### config.mk
export PLATFORM = sky130hd
export DESIGN_NAME = scba_ctrl
export DESIGN_NICKNAME = d
export VERILOG_FILES = /design/src/rtl/scba_pkg.sv /design/src/rtl/scba_ctrl.sv
export SDC_FILE = /design/constraint.sdc
export NUM_CORES = 1
export LEC_CHECK = 0
export ABC_AREA = 0
export BUFFER_PORTS_ARGS = -buffer_cell sky130_fd_sc_hd__buf_2
export CAP_MARGIN = 15
export CORE_UTILIZATION = 53
export CTS_CLUSTER_SIZE = 24
export DETAILED_ROUTE_END_ITERATION = 6
export PLACE_DENSITY = 0.92
export RECOVER_POWER = 25
export SYNTH_ARGS = -nofsm -noshare
export SYNTH_HDL_FRONTEND = slang
export SYNTH_SLANG_ARGS = --single-unit
### constraint.sdc
create_clock -name clk -period 2.9 [get_ports clk]
set_clock_uncertainty 0.1 [all_clocks]
set_input_delay 0.29 -clock clk [delete_from_list [all_inputs] [get_ports clk]]
set_output_delay 0.29 -clock clk [all_outputs]
set_load 0.01 [all_outputs]
### src/rtl/scba_pkg.sv
// Shared types, constants and helpers for the size class block allocator.
// No dependencies; the datapath, sequencer, top level and checker import it.
`default_nettype none
package scba_pkg;

  localparam int NUM_PAGES_DEF       = 64;
  localparam int PAGE_BYTES          = 4096;
  localparam int MAX_BLOCKS_PER_PAGE = 127;
  localparam int NUM_CLASSES         = 8;
  localparam int SLOT_W              = 7;
  localparam int CLS_W               = 3;

  localparam logic [6:0]  NONE_PTR  = 7'd127;
  localparam logic [11:0] DATA_OFS  = 12'd24;   // descriptor plus header
  localparam logic [13:0] HDR_BYTES = 14'd8;
  localparam logic [13:0] MAX_NEED  = 14'd4080;

  localparam logic [11:0] BLK_SIZE [NUM_CLASSES] = '{
    12'd32, 12'd64, 12'd128, 12'd252, 12'd508, 12'd1020, 12'd2040, 12'd4080
  };
  localparam logic [6:0] BLK_COUNT [NUM_CLASSES] = '{
    7'd127, 7'd63, 7'd31, 7'd16, 7'd8, 7'd4, 7'd2, 7'd1
  };

  typedef enum logic [2:0] {
    ST_OK            = 3'd0,
    ST_TOO_LARGE     = 3'd1,
    ST_NO_PAGE       = 3'd2,
    ST_BAD_POINTER   = 3'd3,
    ST_SIZE_MISMATCH = 3'd4
  } status_t;

  typedef enum logic [4:0] {
    S_IDLE, S_A_HEAD, S_A_SCAN, S_A_THREAD, S_A_LINK, S_A_PRD, S_A_BRD, S_A_POP,
    S_F_CHK, S_F_PAGE, S_F_DIV, S_F_DCHK, S_F_BLK, S_F_WRD, S_F_WCHK, S_DONE
  } state_t;

  typedef enum logic [4:0] {
    OP_NONE, OP_LATCH, OP_ERR, OP_SEL_HEAD, OP_SCAN_START, OP_SCAN_NEXT,
    OP_SCAN_HIT, OP_THREAD, OP_LINK_NEW, OP_PAGE_RD, OP_BLK_RD_HEAD, OP_POP,
    OP_CAP_PAGE, OP_DIV_STEP, OP_BLK_RD_Q, OP_PUSH, OP_WALK_RD, OP_WALK_NEXT,
    OP_WALK_FIX, OP_RESULT
  } op_t;

  typedef struct packed {
    op_t     op;
    status_t err;
  } cmd_t;

  typedef struct packed {
    logic req_valid;
    logic req_free;
    logic too_big;
    logic head_none;
    logic scan_free;
    logic scan_last;
    logic thr_last;
    logic pg_ok;
    logic off_low;
    logic div_last;
    logic div_bad;
    logic blk_unused;
    logic len_bad;
    logic need_walk;
    logic walk_end;
    logic walk_hit;
    logic out_free;
  } stat_t;

  typedef struct packed {
    logic [CLS_W-1:0]  cls;
    logic [SLOT_W-1:0] free_count;
    logic [SLOT_W-1:0] block_head;
    logic [6:0]        link;
  } page_entry_t;

  typedef struct packed {
    logic [SLOT_W-1:0] link;
    logic              used;
    logic [12:0]       length;
  } block_entry_t;

  function automatic logic [CLS_W-1:0] class_of(input logic [12:0] size);
    logic [13:0]      need;
    logic [CLS_W-1:0] c;
    need = {1'b0, size} + HDR_BYTES;
    c = CLS_W'(NUM_CLASSES - 1);
    for (int i = NUM_CLASSES - 1; i >= 0; i--) begin
      if (need <= {2'b0, BLK_SIZE[i]}) c = CLS_W'(i);
    end
    return c;
  endfunction

endpackage
`default_nettype wire

### src/rtl/scba_ctrl.sv
// Allocator sequencer: walks each request through its datapath micro-ops.
// Depends on scba_pkg.
`default_nettype none
module scba_ctrl (
  input  wire logic            clk,
  input  wire logic            rst,
  input  wire scba_pkg::stat_t st,
  output scba_pkg::cmd_t       cmd,
  output logic                 in_ready
);
  import scba_pkg::*;

  state_t state, state_next;

  always_ff @(posedge clk) begin
    if (rst) state <= S_IDLE;
    else     state <= state_next;
  end

  always_comb begin
    state_next = state;
    unique case (state)
      S_IDLE:     if (st.req_valid) state_next = st.req_free ? S_F_CHK : S_A_HEAD;
      S_A_HEAD:   state_next = st.too_big ? S_DONE : (st.head_none ? S_A_SCAN : S_A_PRD);
      S_A_SCAN:   if (st.scan_free) state_next = S_A_THREAD;
                  else if (st.scan_last) state_next = S_DONE;
      S_A_THREAD: if (st.thr_last) state_next = S_A_LINK;
      S_A_LINK:   state_next = S_A_PRD;
      S_A_PRD:    state_next = S_A_BRD;
      S_A_BRD:    state_next = S_A_POP;
      S_A_POP:    state_next = S_DONE;
      S_F_CHK:    state_next = st.pg_ok ? S_F_PAGE : S_DONE;
      S_F_PAGE:   state_next = S_F_DIV;
      S_F_DIV:    if (st.off_low) state_next = S_DONE;
                  else if (st.div_last) state_next = S_F_DCHK;
      S_F_DCHK:   state_next = st.div_bad ? S_DONE : S_F_BLK;
      S_F_BLK:    state_next = (!st.blk_unused && !st.len_bad && st.need_walk)
                               ? S_F_WRD : S_DONE;
      S_F_WRD:    state_next = st.walk_end ? S_DONE : S_F_WCHK;
      S_F_WCHK:   state_next = st.walk_hit ? S_DONE : S_F_WRD;
      S_DONE:     if (st.out_free) state_next = S_IDLE;
      default:    state_next = S_IDLE;
    endcase
  end

  always_comb begin
    cmd.op   = OP_NONE;
    cmd.err  = ST_OK;
    in_ready = 1'b0;
    unique case (state)
      S_IDLE: begin
        in_ready = 1'b1;
        if (st.req_valid) cmd.op = OP_LATCH;
      end
      S_A_HEAD:
        if (st.too_big) begin
          cmd.op = OP_ERR; cmd.err = ST_TOO_LARGE;
        end else cmd.op = st.head_none ? OP_SCAN_START : OP_SEL_HEAD;
      S_A_SCAN:
        if (st.scan_free) cmd.op = OP_SCAN_HIT;
        else if (st.scan_last) begin
          cmd.op = OP_ERR; cmd.err = ST_NO_PAGE;
        end else cmd.op = OP_SCAN_NEXT;
      S_A_THREAD: cmd.op = OP_THREAD;
      S_A_LINK:   cmd.op = OP_LINK_NEW;
      S_A_PRD:    cmd.op = OP_PAGE_RD;
      S_A_BRD:    cmd.op = OP_BLK_RD_HEAD;
      S_A_POP:    cmd.op = OP_POP;
      S_F_CHK:
        if (st.pg_ok) cmd.op = OP_PAGE_RD;
        else begin
          cmd.op = OP_ERR; cmd.err = ST_BAD_POINTER;
        end
      S_F_PAGE:   cmd.op = OP_CAP_PAGE;
      S_F_DIV:
        if (st.off_low) begin
          cmd.op = OP_ERR; cmd.err = ST_BAD_POINTER;
        end else cmd.op = OP_DIV_STEP;
      S_F_DCHK:
        if (st.div_bad) begin
          cmd.op = OP_ERR; cmd.err = ST_BAD_POINTER;
        end else cmd.op = OP_BLK_RD_Q;
      S_F_BLK:
        if (st.blk_unused) begin
          cmd.op = OP_ERR; cmd.err = ST_BAD_POINTER;
        end else if (st.len_bad) begin
          cmd.op = OP_ERR; cmd.err = ST_SIZE_MISMATCH;
        end else cmd.op = OP_PUSH;
      S_F_WRD:    if (!st.walk_end) cmd.op = OP_WALK_RD;
      S_F_WCHK:   cmd.op = st.walk_hit ? OP_WALK_FIX : OP_WALK_NEXT;
      S_DONE:     if (st.out_free) cmd.op = OP_RESULT;
      default: ;
    endcase
  end
endmodule
`default_nettype wire

==> flow_summary.yaml, run 1 <==
status:
  status: "finished clean"
worst_hold_path:
  holdPathEnd: "state[2]$_SDFFE_PP0P_"
  hold_class: "in2reg"
  min_path_cells: 2
  hp-start: "rst"
cts:
  cts_tree: "done"
  htreeDepth: 1
  cts_resized: 0
  post_cts_buffers: 0
  clkTransAtPathRegs_ns: 0.04
  clock_latency_ns: 0.23
  cts_root_buffer: "clkbuf_4"
  cts_made_buffers: 3
  hold_buffers: 0
  cts_buffer_depth: 2
  cts.sinks: 4
finish:
  largestRegisters: "state (4)"
  largest_reg_flops: 4
  layout.nets: 166
  largest_register: "state"
  final_layout_size_suffix_gt1_frac: 0.2414
  antenna_cells: 0
  layoutNonFillerInstCount: 160
  syn_to_final_growth_pct: 15.91
  final_core_util: 0.7005
timing:
  whs_ns: 0.1886
  worst_slew_pin_slew_ns: 0.7981
  finalHoldViolCount: 0
  slew_headroom: 0.4672
  slew_violations: 0
  setup_viol: 0
  rsz0062_at_grt: "false"
  timing.final.crit_share: 0.8470
  period_needed_ns: 2.456
  fin_setup_tns_ns: 0
  max_freq_mhz: 407.1
run:
  max_cap_violations: 0
power_and_ir_drop:
  cellLeakagePower_nw: 0.4213
  power_mw: 0.9314
  vdd_ir_drop_max_uv: 453.3
  power_density_nw_per_um2: 973.1
logic_synthesis:
  yosysTopAreaCellShare: 0.09697
  syn_area_per_cell_um2: 6.769
  yosys-top-cells-area: "dfxtp_1 9.7%, buf_2 4.8%, o21ai_0 4.8%"
  synth-edff-count: 0
  synth_cells: 122
  seq_area_frac_synth: 0.09697
  synth_area_leader_cell: "dfxtp_1"
  synth.distinct_cells: 47
  async_flop_share: 0
  syn-num-nets: 141
  syn_area_um2: 825.8
  synthFlopType: "dfxtp_1"
  ys_warn_count: 0
  synth-seq-cells: 4
floorplan:
  rows: 13
  io_pins: 28
  die_h_um: 41.47
  initial_utilization: 0.6044
  die_area_um2: 1720
  core_area_um2: 1366
  fp.dieW_um: 41.47
routing:
  vias_per_cell: 7.206
  wl_um: 2627
  antenna_left: 0
  drc: 0
  drt_pass1_iterations: 6
  drt_iter0_markers: 95
  wl_per_cell_um: 16.42
  vias: 1153
grt:
  track_usage: 0.3013
  grt_pass1_vias: 960
  grt_pass1_wl_um: 4236
  overflow: 0
  grt_max_degree: 26
  antenna_found_initial: 0
setup_path:
  path_class: "reg2out"
  worst_setup_path_start_kind: "flip-flop"
  cp_max_fo: 25
  r2r_slack_ns: 0.49
  reg2reg_depth: 4
  r2r-end: "state[2]$_SDFFE_PP0P_"
  reg2reg_from: "state[3]$_SDFFE_PP0P_"
  critPathRequiredTime_ns: 2.51
  end_kind: "output port"
  cp.arrival_ns: 2.07
placed_design:
  place_hpwl_um: 1929
  io_buffers: 27
  gp_congestion: 0.9957
  dp.cells: 157
==> area by class of cell <==
cell class | count | area [um2]
Clock buffer | 3 | 22.52
Fill cell | 103 | 409.1
Inverter | 8 | 30.03
Multi-Input combinational cell | 100 | 649.4
Sequential cell | 4 | 80.08
Tap cell | 15 | 18.77
Timing Repair Buffer | 30 | 156.4
==> cells by family after synthesis <==
logic type,share of synthesized area
muxes,0.01212
and+or+nand+nor,0.3576
DFF,0.09697
AOI/OAI and AO/OA,0.4303
buffers and inverters,0.1030
==> worst max-delay path by stage <==
stage / slack [ns] / startpoint / end
floorplan: 1.15 / state[2]$_SDFFE_PP0P_ / cmd[0]
global placement: 0.84 / state[2]$_SDFFE_PP0P_ / cmd[6]
detailed placement: 0.76 / state[2]$_SDFFE_PP0P_ / cmd[6]
CTS: 0.51 / state[2]$_SDFFE_PP0P_ / cmd[6]
global route: 0.31 / state[2]$_SDFFE_PP0P_ / cmd[0]
finish: 0.44 / state[3]$_SDFFE_PP0P_ / cmd[4]
==> per-stage QoR <==
step                area, um2  worst slack [ns]
global route            957.2            0.3060
finish                  957.2            0.4436
CTS                     969.7            0.5108
floorplan               825.8             1.151
detailed placement      947.2            0.7636
global placement        947.2            0.8413
==> critical path: stages (launching register included) <==
cell	delay, ns
dfxtp_1	0.83
nand2b_1	0.36
o32ai_2	0.38
or3_1	0.14
buf_2	0.12
==> routing by layer <==
metal / track usage / vias to the layer above / part of all wire / wire (um)
met4: 0.07097 / 0 / 0.027 / 71
met1: 0.4053 / 500 / 0.40 / 1041
met5: 0 / - / 0 / 0
li1: - / 530 / - / -
met3: 0.05652 / 18 / 0.12 / 304
met2: 0.4938 / 105 / 0.46 / 1209
==> Yosys cell counts, drive strengths merged (2+ instances only) <==
library cell / n
a211oi: 2
a22oi: 2
nand4: 3
nand2b: 4
a31oi: 2
o21ai: 8
inv: 8
and3b: 3
buf: 10
o22ai: 6
dfxtp: 4
nand2: 9
o32ai: 2
nor3b: 2
a21oi: 4
a221o: 2
o211ai: 3
nand3: 3
a2111oi: 2
nor2b: 2
nor4: 3
o21bai: 2
nor2: 10
nor3: 6
==> cell usage in the layout, fill, tap and decap left out, drive strengths merged, types with 2 or more instances in the layout <==
master	count
a21oi	4
a221o	2
nor3b	2
and3b	3
nor3	6
dfxtp	4
a2111oi	2
nand4	3
nand2b	4
nor2	10
o21ai	8
buf	29
nor4	3
a211oi	2
o21bai	2
inv	8
nand2	9
a22oi	2
o22ai	6
nand3	3
o32ai	2
a31oi	2
clkbuf	4
o211ai	3
nor2b	2
==> where the power goes <==
part	total [mW]	internal (mW)	switching, mW	leakage, nW
Combinational	0.675	0.296	0.379	0.374
Sequential	0.188	0.0807	0.108	0.0333
Clock	0.0685	0.0463	0.0223	0.0138
(Power assumes the default switching activity.)
==> run 2: changes to the inputs <==
--- a/config.mk
+++ b/config.mk
@@ -5,13 +5,13 @@
 export SDC_FILE = /design/constraint.sdc
 export NUM_CORES = 1
 export LEC_CHECK = 0
-export ABC_AREA = 0
+export ABC_AREA = 1
 export BUFFER_PORTS_ARGS = -buffer_cell sky130_fd_sc_hd__buf_2
 export CAP_MARGIN = 15
-export CORE_UTILIZATION = 53
+export CORE_UTILIZATION = 48
 export CTS_CLUSTER_SIZE = 24
 export DETAILED_ROUTE_END_ITERATION = 6
-export PLACE_DENSITY = 0.92
+export PLACE_DENSITY = 0.86
 export RECOVER_POWER = 25
 export SYNTH_ARGS = -nofsm -noshare
 export SYNTH_HDL_FRONTEND = slang
==> constraint.sdc (replaced) <==
create_clock -name clk -period 2.3 [get_ports clk]
set_clock_uncertainty 0.1 [all_clocks]
set_input_delay 0.23 -clock clk [delete_from_list [all_inputs] [get_ports clk]]
set_output_delay 0.23 -clock clk [all_outputs]
set_load 0.01 [all_outputs]
==> run 2 against run 1 <==
Against the previous run: sequential power fell by 19%; first-iteration DRC count fell by 4.2%; wire length fell by 11%; combinational power rose by 12%; die area rose by 0.36%; worst setup slack got worse by 0.16 ns; sequential share of layout area rose by 0.27 points; clock power rose by 28%; count of clock-buffer cells in the layout did not move; synthesized cell count rose by 16%; power rose by 7.1%; highest routed layer unchanged.
==> flow_summary.yaml, run 2 <==
status:
  status: "finished clean"
finish:
  largestRegisters: "state (4)"
  design_area_um2: 927.1
  layout.nets: 193
  antenna_cells: 0
  register_area_um2: 80.08
  syn_to_final_growth_pct: 23.50
  multi_input_area_um2: 583.1
  final_layout_size_suffix_gt1_frac: 0.2965
  final_cell_mix: "41 x nand2_1, 27 x buf_2, 19 x nor2_1, 16 x inv_1, 13 x nand3_1"
  final_common_cell: "nand2_1"
  largest_register: "state"
  final_core_util: 0.6706
  fill_cells: 142
  largest_reg_flops: 4
routing:
  drc: 0
  vias_per_cell: 5.668
  drt_iter0_markers: 91
  drt_pass1_iterations: 4
  antenna_left: 0
  vias: 1060
  wl_um: 2333
  wl_per_cell_um: 12.48
timing:
  worst_slew_pin_slew_ns: 0.3992
  slew_headroom: 0.7329
  timing.final.crit_share: 0.8754
  whs_ns: 0.1081
  fin_setup_tns_ns: 0
  slew_violations: 0
  setup_viol: 0
  worst_slack_ns: 0.2865
  period_needed_ns: 2.013
  rsz0062_at_grt: "false"
  max_freq_mhz: 496.7
  finalHoldViolCount: 0
cts:
  cts_buffer_depth: 2
  htreeDepth: 1
  cts_root_buffer: "clkbuf_4"
  cts_made_buffers: 3
  cts_tree: "done"
  clock_latency_ns: 0.23
  clkTransAtPathRegs_ns: 0.04
  cts.sinks: 4
grt:
  antenna_found_initial: 0
  track_usage: 0.2798
  grt_pass1_wl_um: 3774
  overflow: 0
  grt_max_degree: 9
  grt_pass1_vias: 865
floorplan:
  initial_utilization: 0.5430
  fp.dieW_um: 41.55
  die_h_um: 41.55
  io_pins: 28
  core_area_um2: 1383
  die_area_um2: 1726
  rows: 13
logic_synthesis:
  yosysTopAreaCellShare: 0.2050
  muxShareOfSynthArea: 0
  seq_area_frac_synth: 0.1067
  synth_cells: 142
  synthAdderAreaFrac: 0
  synthFlopType: "dfxtp_1"
  synth_top_family_by_area: "simple AND/OR/NAND/NOR gates"
  synthSimpleGateAreaFrac: 0.6050
  synth.distinct_cells: 23
  synth-seq-cells: 4
  synth_common_cells: "41 x nand2_1, 17 x nor2_1, 16 x inv_1"
  synth_compound_area_frac: 0.1717
  ys_warn_count: 0
  synth_xor_area_frac: 0
  syn-num-nets: 161
  syn_area_per_cell_um2: 5.287
  synth_area_leader_cell: "nand2_1"
  synth-edff-count: 0
  syn_area_um2: 750.7
  yosysMostFrequentCell: "nand2_1"
  yosys-top-cells-area: "nand2_1 21%, dfxtp_1 11%, nand3_1 8.7%"
  async_flop_share: 0
setup_path:
  end_kind: "output port"
  slowest_stage: "dfxtp_1"
  critPathTopFamily: "flip-flops"
  max_stage_delay_ns: 0.45
  cp.arrival_ns: 1.68
  path_buf_inv: 2
  path_class: "reg2out"
  critPathRequiredTime_ns: 1.97
  crit_chain: "inv_2, nand2_2, nor2_2, nand2_1, nand2_1, a211oi_2, o21ai_0, buf_2"
  cp_max_fo: 5
  cp_common_cell: "nand2_1"
  worst_setup_path_start_kind: "flip-flop"
placed_design:
  place_area_um2: 904.6
  gp_congestion: 0.9506
  place_hpwl_um: 1912
  io_buffers: 27
  preCtsSetupSlack_ns: 0.4504
power_and_ir_drop:
  power_density_nw_per_um2: 1076
  cellLeakagePower_nw: 0.5344
  vdd_ir_drop_max_uv: 603.2
run:
  max_cap_violations: 0
worst_hold_path:
  hold_class: "in2reg"
## run 2: cell families after synthesis
| kind of cell | Yosys count |
|---|---|
| AND/OR/NAND/NOR | 93 |
| buffers and inverters | 23 |
| AO/OA/AOI/OAI | 22 |
| flip-flops | 4 |
## run 2: worst paths after layout
path / startpoint / to / slack [ns] / cells after the start
max reg2reg: state[1]$_SDFFE_PP0P_ / state[3]$_SDFFE_PP0P_ / 0.65 / 8
min reg2reg: state[3]$_SDFFE_PP0P_ / state[3]$_SDFFE_PP0P_ / 0.48 / 2
min: rst / state[2]$_SDFFE_PP0P_ / 0.11 / 2
max: state[0]$_SDFFE_PP0P_ / cmd[1] / 0.29 / 8
## run 2: power by group
| part | total [mW] | switching (mW) | internal, mW |
|---|---|---|---|
| clock | 0.0877 | 0.0293 | 0.0584 |
| combinational | 0.758 | 0.488 | 0.270 |
| sequential | 0.152 | 0.0546 | 0.0972 |
## run 2: metal layers
metal / GRT usage / part of all wire
met5: 0 / 0
met4: 0.08387 / 0.0034
met3: 0.06522 / 0.12
met2: 0.4281 / 0.44
met1: 0.3868 / 0.44
## run 2: timing repair
action,CTS,global route
gates resized for setup,0,1
hold buffers,0,0
buffers inserted,0,0
endpoints found under the setup margin,0,2
## run 2: per-stage QoR
stage	std cells	total power [mW]
finish	187	0.9974
global route	187	1.081
CTS	187	0.9866
detailed placement	184	0.8969
global placement	184	0.8952
floorplan	142	0.6845
## run 2: final cells by class
type,count,share of cell area
multi-input cells,115,0.6289
repair buffers,27,0.1457
inverters,23,0.09447
flip-flops and latches,4,0.08637
clock buffers,3,0.02429
well taps,15,0.02024
==> run 3: changes to the inputs <==
--- a/config.mk
+++ b/config.mk
@@ -5,10 +5,10 @@
 export SDC_FILE = /design/constraint.sdc
 export NUM_CORES = 1
 export LEC_CHECK = 0
-export ABC_AREA = 1
+export ABC_CLOCK_PERIOD_IN_PS = 2300
 export BUFFER_PORTS_ARGS = -buffer_cell sky130_fd_sc_hd__buf_2
 export CAP_MARGIN = 15
-export CORE_UTILIZATION = 48
+export CORE_UTILIZATION = 49
 export CTS_CLUSTER_SIZE = 24
 export DETAILED_ROUTE_END_ITERATION = 6
 export PLACE_DENSITY = 0.86
==> run 3 against run 2 <==
Against the previous run: combinational power grew 20%; fmax fell by 7.6%; global-route usage is 0.25 points higher; core utilization fell by 2.3 points; via count rose by 2.9%; sequential power rose by 47%; count of clock-buffer cells in the layout unchanged; wire length is 5.4% higher; cell area increased by 7.7%.
==> flow_summary.yaml, run 3 (synthesis gave the netlist of run 1 again) <==
routing:
  wl_um: 2460
  vias: 1091
  drt_pass1_iterations: 4
  antenna_left: 0
  vias_per_cell: 6.612
  drc: 0
  drt_iter0_markers: 66
  wl_per_cell_um: 14.91
finish:
  largestRegisters: "state (4)"
  final_layout_size_suffix_gt1_frac: 0.2819
  syn_to_final_growth_pct: 20.91
  antenna_cells: 0
  layout.nets: 170
  largest_reg_flops: 4
  fill_cells: 140
  final_common_cell: "buf_2"
  largest_register: "state"
  layoutNonFillerInstCount: 165
  final_cell_mix: "27 x buf_2, 10 x nor2_1, 9 x nand2_1, 8 x inv_1, 8 x o21ai_0"
timing:
  timing.final.crit_share: 0.9479
  period_needed_ns: 2.180
  max_freq_mhz: 458.7
  rsz0062_at_grt: "false"
  setup_viol: 0
  fin_setup_tns_ns: 0
  finalHoldViolCount: 0
  slew_headroom: 0.6233
  slew_violations: 0
  worst_slew_pin_slew_ns: 0.5509
setup_path:
  slowest_stage: "dfxtp_1"
  cp.arrival_ns: 1.85
  crit_chain: "inv_1, and3_1, o311a_1, a221o_1, buf_2"
  reg2reg_depth: 5
  cp_max_fo: 10
  critPathRequiredTime_ns: 1.97
  critPathTopFamily: "compound AO/OA/AOI/OAI gates"
  r2r_slack_ns: 0.19
  reg2reg_from: "state[0]$_SDFFE_PP0P_"
  path_buf_inv: 2
  end_kind: "output port"
  max_stage_delay_ns: 0.50
  r2r-end: "state[1]$_SDFFE_PP0P_"
  path_class: "reg2out"
  worst_setup_path_start_kind: "flip-flop"
placed_design:
  gp_congestion: 0.9660
  io_buffers: 27
  place_hpwl_um: 1863
  dp.cells: 162
worst_hold_path:
  holdPathEnd: "state[2]$_SDFFE_PP0P_"
  min_path_cells: 2
  hold_class: "in2reg"
  hp-start: "rst"
status:
  status: "finished clean"
grt:
  grt_max_degree: 21
  track_usage: 0.2824
  grt_pass1_wl_um: 4112
  overflow: 0
  antenna_found_initial: 0
  grt_pass1_vias: 893
floorplan:
  core_area_um2: 1541
  initial_utilization: 0.5357
  die_area_um2: 1853
  fp.dieW_um: 43.05
  die_h_um: 43.05
  io_pins: 28
  rows: 14
power_and_ir_drop:
  power_mw: 1.216
  power_density_nw_per_um2: 1218
  vdd_ir_drop_max_uv: 540.6
  cellLeakagePower_nw: 0.4471
cts:
  cts_root_buffer: "clkbuf_4"
  clkTransAtPathRegs_ns: 0.04
  cts_buffer_depth: 2
  post_cts_buffers: 0
  cts_tree: "done"
  clock_latency_ns: 0.23
  htreeDepth: 1
  cts_made_buffers: 3
  cts.sinks: 4
run:
  max_cap_violations: 0
## run 3: cell types whose count changed in the layout (fill, tap and decap cells not counted), moves of 6 or more
cell and delta:
nand2_2 -6, nand2_1 -32, buf_4 +7, nand3_1 -10, nor2_1 -9, inv_1 -8
## run 3: metrics by stage
step	instance area, um2	hold WS (ns)	utilization	worst slack, ns
2_1_floorplan	825.8	0.2021	-	0.6112
3_3_place_gp	978.4	0.3443	0.6347	0.2801
3_5_place_dp	978.4	0.3465	0.6347	0.2279
4_1_cts	1001	0.09589	0.6494	0.1149
5_1_grt	998.5	0.1003	0.6477	0.008682
6_report	998.5	0.1071	0.6477	0.1199
## run 3: worst register-to-register path: cells and delay by family, from the launching register on
family	cells	cell delay, ns
AOI/OAI and AO/OA	4	1.02
DFF	1	0.55
buffers and inverters	1	0.29
## run 3: layer usage
metal	track usage	wire, um	vias to the layer above
met3	0.02979	232	2
li1	-	-	536
met5	0	0	-
met2	0.4394	1188	74
met1	0.4220	1035	479
met4	0.04848	4	0
## run 3: power by group
group | switching, mW | total (mW) | leakage (nW) | internal (mW)
Sequential | 0.120 | 0.224 | 0.0335 | 0.104
Clock | 0.0279 | 0.0862 | 0.0138 | 0.0583
Combinational | 0.486 | 0.906 | 0.400 | 0.420
## run 3: final cells by class
cell class / instances / area, um2 / area share
clock buffer: 3 / 22.52 / 0.02256
timing repair buffer: 34 / 187.7 / 0.1880
inverter: 8 / 30.03 / 0.03008
multi-input combinational: 100 / 656.9 / 0.6579
sequential: 4 / 81.33 / 0.08145
tap: 16 / 20.02 / 0.02005
## run 3: timing repair
| item | CTS | global route |
|---|---|---|
| gates resized for setup | 0 | 1 |
| hold endpoints to repair | 0 | 0 |
| endpoints found under the setup margin | 0 | 3 |
| hold buffers | 0 | 0 |
## run 3: worst max-delay path by stage
stage                                startpoint  cells past startpoint                    end
after detailed placement  state[0]$_SDFFE_PP0P_                      5  state[1]$_SDFFE_PP0P_
after CTS                 state[0]$_SDFFE_PP0P_                      5                 cmd[4]
after global routing      state[0]$_SDFFE_PP0P_                      5                 cmd[4]
after global placement    state[0]$_SDFFE_PP0P_                      5  state[1]$_SDFFE_PP0P_
after floorplan           state[2]$_SDFFE_PP0P_                      6                 cmd[0]
final                     state[1]$_SDFFE_PP0P_                      5                 cmd[6]
